===== config.mk =====
export PLATFORM = sky130hd
export DESIGN_NAME = hsw_ctrl
export DESIGN_NICKNAME = d
export VERILOG_FILES = /design/src/sv/hierarchical_sample_warping_top_assert.svh /design/src/sv/hsw_pkg.sv /design/src/sv/hsw_ctrl.sv
export SDC_FILE = /design/constraint.sdc
export NUM_CORES = 1
export LEC_CHECK = 0
export BUFFER_PORTS_ARGS = -buffer_cell sky130_fd_sc_hd__buf_2
export CORE_ASPECT_RATIO = 0.75
export CORE_MARGIN = 1
export CORE_UTILIZATION = 35
export DETAILED_ROUTE_END_ITERATION = 8
export GPL_TIMING_DRIVEN = 1
export MAX_ROUTING_LAYER = met4
export PLACE_DENSITY_LB_ADDON = 0.3
export SYNTH_ARGS = -nofsm -noshare
export SYNTH_HDL_FRONTEND = slang
export SYNTH_SLANG_ARGS = --single-unit

===== constraint.sdc =====
create_clock -name clk -period 3.3 [get_ports clk]
set_input_delay 0.33 -clock clk [delete_from_list [all_inputs] [get_ports clk]]
set_output_delay 0.33 -clock clk [all_outputs]
set_load 0.01 [all_outputs]

===== src/sv/hierarchical_sample_warping_top_assert.svh =====
// assertion macros for the sample warping block
`ifndef HIERARCHICAL_SAMPLE_WARPING_TOP_ASSERT_SVH
`define HIERARCHICAL_SAMPLE_WARPING_TOP_ASSERT_SVH

// condition holds whenever the trigger holds
`define HSW_ASSERT_NOW(lbl, trig, cond, msg) \
  lbl: assert property (@(posedge clk) disable iff (rst) (trig) |-> (cond)) \
    else $error(msg);

// condition holds in the cycle after the trigger
`define HSW_ASSERT_NEXT(lbl, trig, cond, msg) \
  lbl: assert property (@(posedge clk) disable iff (rst) (trig) |=> (cond)) \
    else $error(msg);

`endif


===== src/sv/hsw_pkg.sv =====
`default_nettype none
package hsw_pkg;
  localparam int SAMPLE_W   = 16;
  localparam int NODE_W     = 22;
  localparam int SHARE_W    = 25;
  localparam int DIV_W      = 23;
  localparam int PROD_W     = NODE_W + SHARE_W;
  localparam int QUO_W      = 25;
  localparam int PC_W       = 16;
  localparam int INDEX_W    = 6;
  localparam int PTS_W      = 32;
  localparam int CFG_IDX_W  = 2;
  localparam int CFG_DATA_W = 16;
  localparam int NODE_AW_MAX = 7;
  localparam int LEAF_AW_MAX = 6;

  localparam logic [SHARE_W-1:0] SHARE_ONE = 25'h100_0000;
  localparam logic [PC_W-1:0] POINT_COUNT_RESET = 16'd1000;

  localparam logic [CFG_IDX_W-1:0] REG_POINT_COUNT = 2'd0;
  localparam logic [CFG_IDX_W-1:0] REG_NORM_MODE   = 2'd1;

  typedef enum logic [4:0] {
    ST_LOAD, ST_B_RD0, ST_B_RD1, ST_B_WR, ST_ROOT, ST_LVL, ST_S_RD, ST_S_ACC,
    ST_P_RD0, ST_P_RD1, ST_P_RD2, ST_P_MUL0, ST_P_MUL1, ST_P_DIV, ST_P_WAIT,
    ST_P_WR0, ST_P_WR1, ST_O_RD, ST_O_CAP
  } state_t;

  typedef enum logic {NW_SAMPLE, NW_SUM} node_wsel_t;
  typedef enum logic [1:0] {SW_ROOT, SW_LEFT, SW_RIGHT} share_wsel_t;

  typedef struct packed {
    logic                   node_we;
    node_wsel_t             node_wsel;
    logic [NODE_AW_MAX-1:0] node_waddr;
    logic [NODE_AW_MAX-1:0] node_raddr;
    logic                   share_we;
    share_wsel_t            share_wsel;
    logic [LEAF_AW_MAX-1:0] share_waddr;
    logic [LEAF_AW_MAX-1:0] share_raddr;
    logic                   cap_a;
    logic                   cap_lp;
    logic                   cap_r;
    logic                   sum_clr;
    logic                   sum_acc;
    logic                   mul_l;
    logic                   mul_r;
    logic                   div_start;
    logic                   out_load;
    logic                   out_last;
  } cmd_t;

  typedef struct packed {
    logic div_busy;
    logic out_stall;
    logic norm_mode;
  } stat_t;
endpackage
`default_nettype wire


===== src/sv/hsw_ctrl.sv =====
`default_nettype none
module hsw_ctrl #(
  parameter int LEAVES = 64
) (
  input  wire logic           clk,
  input  wire logic           rst,
  input  wire logic           in_fire,
  output logic                in_ready,
  input  wire hsw_pkg::stat_t stat,
  output hsw_pkg::cmd_t       cmd
);
  import hsw_pkg::*;

  localparam int LW  = $clog2(LEAVES);
  localparam int NA  = $clog2(2 * LEAVES - 1);
  localparam int LVW = $clog2(LW + 1);

  state_t         state, state_next;
  logic [LW-1:0]  idx, idx_next;
  logic [LVW-1:0] lv, lv_next;

  logic [LW:0]    wide_w;
  logic [LW:0]    wide_2w;
  logic [LW-1:0]  w_m1;
  logic [LW-1:0]  two_w_m1;
  logic [NA:0]    cb_wide;
  logic [NA-1:0]  cbase;
  logic [NA-1:0]  child0;
  logic [LW-1:0]  twice_idx;

  assign wide_w    = (LW + 1)'(1) << lv;
  assign wide_2w   = wide_w << 1;
  assign w_m1      = LW'(wide_w - 1'b1);
  assign two_w_m1  = LW'(wide_2w - 1'b1);
  assign cb_wide   = (NA + 1)'(2 * LEAVES) - ((NA + 1)'(wide_w) << 2);
  assign cbase     = cb_wide[NA-1:0];
  assign twice_idx = LW'({idx, 1'b0});
  assign child0    = cbase + NA'({idx, 1'b0});

  always_ff @(posedge clk) begin
    if (rst) begin
      state <= ST_LOAD;
      idx   <= '0;
      lv    <= '0;
    end else begin
      state <= state_next;
      idx   <= idx_next;
      lv    <= lv_next;
    end
  end

  always_comb begin
    state_next = state;
    idx_next   = idx;
    lv_next    = lv;
    in_ready   = 1'b0;
    cmd        = '0;
    unique case (state)
      ST_LOAD: begin
        in_ready = 1'b1;
        if (in_fire) begin
          cmd.node_we    = 1'b1;
          cmd.node_wsel  = NW_SAMPLE;
          cmd.node_waddr = NODE_AW_MAX'(idx);
          if (idx == LW'(LEAVES - 1)) begin
            idx_next   = '0;
            state_next = ST_B_RD0;
          end else begin
            idx_next = idx + 1'b1;
          end
        end
      end
      ST_B_RD0: begin
        cmd.node_raddr = NODE_AW_MAX'({idx, 1'b0});
        state_next     = ST_B_RD1;
      end
      ST_B_RD1: begin
        cmd.node_raddr = NODE_AW_MAX'({idx, 1'b1});
        cmd.cap_a      = 1'b1;
        state_next     = ST_B_WR;
      end
      ST_B_WR: begin
        cmd.node_we    = 1'b1;
        cmd.node_wsel  = NW_SUM;
        cmd.node_waddr = NODE_AW_MAX'(NA'(LEAVES) + NA'(idx));
        if (idx == LW'(LEAVES - 2)) begin
          idx_next   = '0;
          lv_next    = '0;
          state_next = ST_ROOT;
        end else begin
          idx_next   = idx + 1'b1;
          state_next = ST_B_RD0;
        end
      end
      ST_ROOT: begin
        cmd.share_we    = 1'b1;
        cmd.share_wsel  = SW_ROOT;
        cmd.share_waddr = '0;
        state_next      = ST_LVL;
      end
      ST_LVL: begin
        cmd.sum_clr = 1'b1;
        if (stat.norm_mode) begin
          idx_next   = '0;
          state_next = ST_S_RD;
        end else begin
          idx_next   = w_m1;
          state_next = ST_P_RD0;
        end
      end
      ST_S_RD: begin
        cmd.node_raddr = NODE_AW_MAX'(cbase + NA'(idx));
        state_next     = ST_S_ACC;
      end
      ST_S_ACC: begin
        cmd.sum_acc = 1'b1;
        if (idx == two_w_m1) begin
          idx_next   = w_m1;
          state_next = ST_P_RD0;
        end else begin
          idx_next   = idx + 1'b1;
          state_next = ST_S_RD;
        end
      end
      ST_P_RD0: begin
        cmd.node_raddr  = NODE_AW_MAX'(child0);
        cmd.share_raddr = LEAF_AW_MAX'(idx);
        state_next      = ST_P_RD1;
      end
      ST_P_RD1: begin
        cmd.node_raddr = NODE_AW_MAX'(child0 + 1'b1);
        cmd.cap_lp     = 1'b1;
        state_next     = ST_P_RD2;
      end
      ST_P_RD2: begin
        cmd.cap_r  = 1'b1;
        state_next = ST_P_MUL0;
      end
      ST_P_MUL0: begin
        cmd.mul_l  = 1'b1;
        state_next = ST_P_MUL1;
      end
      ST_P_MUL1: begin
        cmd.mul_r  = 1'b1;
        state_next = ST_P_DIV;
      end
      ST_P_DIV: begin
        cmd.div_start = 1'b1;
        state_next    = ST_P_WAIT;
      end
      ST_P_WAIT: begin
        if (!stat.div_busy) begin
          state_next = ST_P_WR0;
        end
      end
      ST_P_WR0: begin
        cmd.share_we    = 1'b1;
        cmd.share_wsel  = SW_LEFT;
        cmd.share_waddr = LEAF_AW_MAX'(twice_idx);
        state_next      = ST_P_WR1;
      end
      ST_P_WR1: begin
        cmd.share_we    = 1'b1;
        cmd.share_wsel  = SW_RIGHT;
        cmd.share_waddr = LEAF_AW_MAX'(twice_idx + 1'b1);
        if (idx == '0) begin
          if (lv == LVW'(LW - 1)) begin
            idx_next   = '0;
            state_next = ST_O_RD;
          end else begin
            lv_next    = lv + 1'b1;
            state_next = ST_LVL;
          end
        end else begin
          idx_next   = idx - 1'b1;
          state_next = ST_P_RD0;
        end
      end
      ST_O_RD: begin
        cmd.share_raddr = LEAF_AW_MAX'(idx);
        state_next      = ST_O_CAP;
      end
      ST_O_CAP: begin
        cmd.share_raddr = LEAF_AW_MAX'(idx);
        cmd.out_last    = idx == LW'(LEAVES - 1);
        if (!stat.out_stall) begin
          cmd.out_load = 1'b1;
          if (idx == LW'(LEAVES - 1)) begin
            idx_next   = '0;
            state_next = ST_LOAD;
          end else begin
            idx_next   = idx + 1'b1;
            state_next = ST_O_RD;
          end
        end
      end
      default: state_next = ST_LOAD;
    endcase
  end
endmodule
`default_nettype wire


# Word-level counts from Yosys, hierarchy flattened

Index checks and enable logic that the tools add are counted.

Logic and storage cells: 93
Bits in latches: 0
Input bits: 6
Memory bits (read-only): 0
Register bits after elaboration: 14
Memories: 0
Output and inout bits: 42
Memory bits (writable): 0

Muxes and demuxes: 40
Reductions and logical operators: 8
Bitwise operators: 0
Equality and inequality tests: 30
Order comparisons: 0
Add/subtract/negate cells: 11
Div/mod/pow operators: 0
Shift-type cells: 1
$mul: 0

Operators by type and width:

| operator                                             | number |
|---|---|
| case mux 5 bit (19 select lines)                     | 1 |
| 2-to-1 mux 6 bit                                     | 9 |
| equality test 5 x 4 -> 1 bit (second input constant) | 8 |
| case mux 6 bit (6 select lines)                      | 1 |
| 2-to-1 mux 5 bit                                     | 7 |
| case mux 7 bit (5 select lines)                      | 1 |
| case mux 9 bit (3 select lines)                      | 1 |
| equality test 5 x 3 -> 1 bit (second input constant) | 4 |
| case mux 9 bit (2 select lines)                      | 1 |
| subtractor 6 x 1 -> 6 bit (second input constant)    | 3 |
| equality test 5 bit (second input constant)          | 3 |
| inequality test 2 bit (second input constant)        | 7 |
| adder 6 x 1 -> 6 bit (second input constant)         | 2 |
| equality test 6 bit (second input constant)          | 2 |
| 2-to-1 mux 3 bit                                     | 4 |
| AND reduction 4 bit                                  | 3 |
| equality test 5 x 2 -> 1 bit (second input constant) | 2 |
| 2-to-1 mux 1 bit                                     | 10 |
| 2-to-1 mux 9 bit                                     | 1 |
| 2-to-1 mux 4 bit                                     | 2 |
| adder 7 x 1 -> 7 bit (second input constant)         | 1 |
| adder 7 x 6 -> 7 bit                                 | 1 |
| adder 7 x 6 -> 7 bit (first input constant)          | 1 |
| adder 7 bit                                          | 1 |
| other kinds (14)                                     | 14 |

# Logic depth before layout (Yosys ltp)

Depth after elaboration: 5
Depth in mapped cells: 13

# Worst setup path after synthesis

Ideal clock, no wire load.

Path kind: register to output
From: reg lv[0]
To: out cmd[31] in the netlist's numbering
Cell stages (with the launch flop): 13
Data arrival time: 2.707 ns
Buffers on the path: 1
Slack: 0.263 ns
Path through: dfxtp_1 -> inv_1 -> ha_1 -> buf_2 -> nor2b_2 -> inv_2 -> ha_1 -> fa_1 -> a21o_1 -> a21oi_1 -> xnor2_1 -> o32a_1 -> o21ai_1

RTL lines:

| item                     | RTL line       | source |
|---|---|---|
| start: declaration       | hsw_ctrl.sv:20 | `logic [LVW-1:0] lv, lv_next;` |
| start signal: assignment | hsw_ctrl.sv:48 | `lv <= lv_next;` |
| end: declaration         | hsw_ctrl.sv:10 | `output hsw_pkg::cmd_t cmd` |

==> metrics.md <==
| Metric | Value |
|---|---|
| DIE HEIGHT | `74.44 um` |
| Sequential Power Share | `24.7%` |
| CTS Sinks | `14` |
| Post-synth EDFFs | `0` |
| Via density | `5.918` |
| CTS Root Cell | `clkbuf_8` |
| Die Wd | `98.58 um` |
| Detailed-placement wirelength estimate | `5933 um` |
| Max-cap violations | `0` |
| TritonCTS clock tree | `yes` |
| Switching power | `0.5444 mW` |
| Clk pwr share | `15.6%` |
| Cts bufs inserted | `3` |
| Initial antenna violation count | `0` |
| DR pass1 iterations | `5` |
| DR vias | `2734` |
| PwrDens | `391.4 nW/um^2` |
| DRT Wirelength | `7620 um` |
| Synthesized area per cell | `7.202 um^2` |
| Area of the core | `roughly 6500 um^2` |
| Deepest clock path buffer count | `2` |
| N_diodes | `0` |
| Power Total | `1.124 mW` |
| Fin cells | `462` |
| Worst VDD drop | `between 200 and 250 uV` |
| Arrival time at the worst endpoint | `2.79 ns` |
| CP Class | `register to output port` |
| RSZ-0062 raised after global routing | `false` |
| Vias in the first global route | `2355` |
| Setup crit end kind | `output port` |
| # IOs | `48` |
| Nets | `~410` |
| Ys flop type | `dfxtp_1` |
| Cells after Synth | `340` |
| Sequential-to-total area share from yosys stat | `11.45%` |
| Combinational fraction of design power | `between 50% and 60%` |
| Initial DRC count | `271` |
| Rows | `25` |
| Drt drc | `0` |
| PortBufs | `47` |
| ANT nets after route | `0` |
| First-pass GRT wire length | `12140 um` |
| CTS clk-pin slew, worst paths | `0.06 ns` |
| Die Footprint | `7338 um^2` |
| Number of synthesized register bits | `14` |
| Min Tclk post-route | `between 3 and 4 ns` |
| Mapped cell area | `2449 um^2` |
| WP data required | `2.97 ns` |
| Worst rel slew slack | `about 48%` |
| Final Util | `43.92%` |
| Critical Path Fanout Max | `6` |
| Starting Density | `37.45%` |
| Syn Nets | `365` |
| HP Class | `input pin to register` |
| Synth-to-layout area growth | `17.27%` |
| Leakage | `1.247 nW` |
| H-tree lvl count | `1` |
| Switching portion of total power | `48.44%` |
| Least-Margin Pin Slew | `0.7753 ns` |
| Asr flop ratio synth | `0%` |
| Highest clock rate | `~0.32 GHz` |
| Int Power | `slightly below 0.6 mW` |
| Period Utilization, post-route | `94.67%` |
| Layout cells sized above 1 | `25.98%` |
| Slew Limit Fails | `0` |
| Placed Cells | `457` |
| Clock Skew | `0.01199 ns` |
| Gr ovfl total | `0` |
| Setup violators final | `0` |
| Final setup TNS | `0 ns` |
| CP Launch Type | `register` |
| GRT Util Overall | `about a fifth` |
| Synth cell types | `70` |
| WL per Instance | `roughly 16 um` |
| Clock latency on the worst-skew pair | `0.25 ns` |
| Yosys warnings | `0` |
| Pin count of the biggest net entering global routing | `21` |
| GPL Wtd Cong | `0.9940` |
| Final Hold Fails | `0` |
| Status | `finished, final reports clean` |
-- final timing paths --
| check | startpoint | to | slack, ns | cells past startpoint |
|---|---|---|---|---|
| worst min register to register | lv[0]$_SDFFE_PP0P_ | lv[0]$_SDFFE_PP0P_ | 0.53 | 2 |
| worst max register to register | lv[0]$_SDFFE_PP0P_ | state[3]$_SDFFE_PP0P_ | 0.41 | 11 |
| worst min-delay path | stat[1] | state[4]$_SDFFE_PP0P_ | 0.41 | 3 |
| worst max-delay path | lv[0]$_SDFFE_PP0P_ | cmd[31] | 0.18 | 12 |
-- critical path: stages (launching register included) --
cell     delay [ns]
dfxtp_2        0.34
inv_1          0.08
ha_2           0.19
nor2b_4        0.22
inv_2          0.11
ha_4           0.29
fa_2           0.38
a21o_1         0.20
a21oi_2        0.14
xnor2_1        0.09
o32a_1         0.30
o21ai_1        0.07
buf_2          0.14
-- power by group through the flow --
stage | registers [mW] | clock network [mW] | logic [mW]
detailed placement | 0.279 | 0 | 0.648
CTS | 0.274 | 0.179 | 0.653
global route | 0.285 | 0.187 | 0.735
finish | 0.277 | 0.176 | 0.671
floorplan | 0.226 | 0 | 0.541
global placement | 0.279 | 0 | 0.648
-- logic make-up after synthesis --
kind of cell,synth area share [%]
multiplexers,3.066
XOR/XNOR,7.869
adder cells (fa/ha/maj),10.32
buffers and inverters,7.205
AO/OA/AOI/OAI,27.03
flip-flops,11.45
AND/OR/NAND/NOR,33.06
-- area by class of cell --
class                   instances  area, um^2
inverters                      13       48.80
well taps                      81       101.3
flip-flops and latches         14       281.5
fillers                       666        3666
repair buffers                 61       340.3
multi-input cells             289        2044
clock buffers                   4       55.05
-- metrics by stage --
stage	area (um^2)	worst slack [ns]	hold slack, ns
global placement	2755	0.1764	0.5265
detailed placement	2755	0.1004	0.5407
floorplan	2449	0.2629	0.4021
finish	2872	0.1758	0.4091
CTS	2819	0.006958	0.4113
global route	2872	0.02575	0.4374
-- state kept, by name (all words and copies together), names as in the netlist --
| register | cells |
|---|---|
| idx | 6 |
| state | 5 |
| lv | 3 |
-- what timing repair did --
item / CTS / global route
endpoints found under the setup margin: 1 / 1
buffers inserted: 0 / 1
pin swaps: 0 / 1
resized for setup: 3 / 8
gates cloned: 0 / 0
hold buffers: 0 / 0
-- Yosys cell counts (all sizes together), types with 2 or more instances --
library cell   n  share of area (%)
nor2          36                5.5
nand2         29                4.5
a21oi         21                4.3
o21ai         20                4.1
nor3          18                4.1
ha            17                8.7
dfxtp         14                 11
inv           13                2.0
xnor2         13                4.7
buf           12                3.4
clkbuf        12                1.8
and2          11                2.9
nand3         10                2.0
xor2           9                3.2
nor2b          8                2.1
nor4           8                2.6
a31oi          6                1.5
nand2b         6                1.5
nand4          5                1.9
and3           4                1.0
nand3b         4                1.2
a211oi         3                1.1
a21boi         3               0.92
a21o           3               0.92
a311oi         3                1.1
a32oi          3                1.1
and2b          3               0.97
mux2           3                1.8
mux2i          3                1.2
nor3b          3                1.6
o211ai         3               0.92
o221ai         3                1.1
or3            3               0.77
a221o          2               0.82
a22oi          2               0.61
a31o           2               0.72
fa             2                1.6
o21a           2               0.61
o21bai         2               0.61
o22ai          2               0.51
o31a           2                1.1
-- cell usage in the layout, fill, tap and decap left out, drive strengths merged, types with 4 or more instances in the layout --
cell type / netlist / layout
nor4: 8 / 8
o21ai: 20 / 20
xor2: 9 / 9
dfxtp: 14 / 14
nand2b: 6 / 6
nand3b: 4 / 4
inv: 13 / 13
a21oi: 21 / 21
nor2b: 8 / 8
nand2: 29 / 29
nand3: 10 / 10
nand4: 5 / 5
and2: 11 / 11
a31oi: 6 / 6
and3: 4 / 4
xnor2: 13 / 13
nor3: 18 / 18
clkbuf: 12 / 4
ha: 17 / 17
buf: 12 / 61
nor2: 36 / 36
-- per-layer routing --
metal	vias to the layer above	track usage (%)	share of wire, %
li1	1316	-	-
met4	0	2.488	0.12
met3	2	3.102	8.3
met2	143	30.28	40
met5	-	-	0
met1	1273	32.19	51
Note: power is estimated with default switching activity, not from simulation.
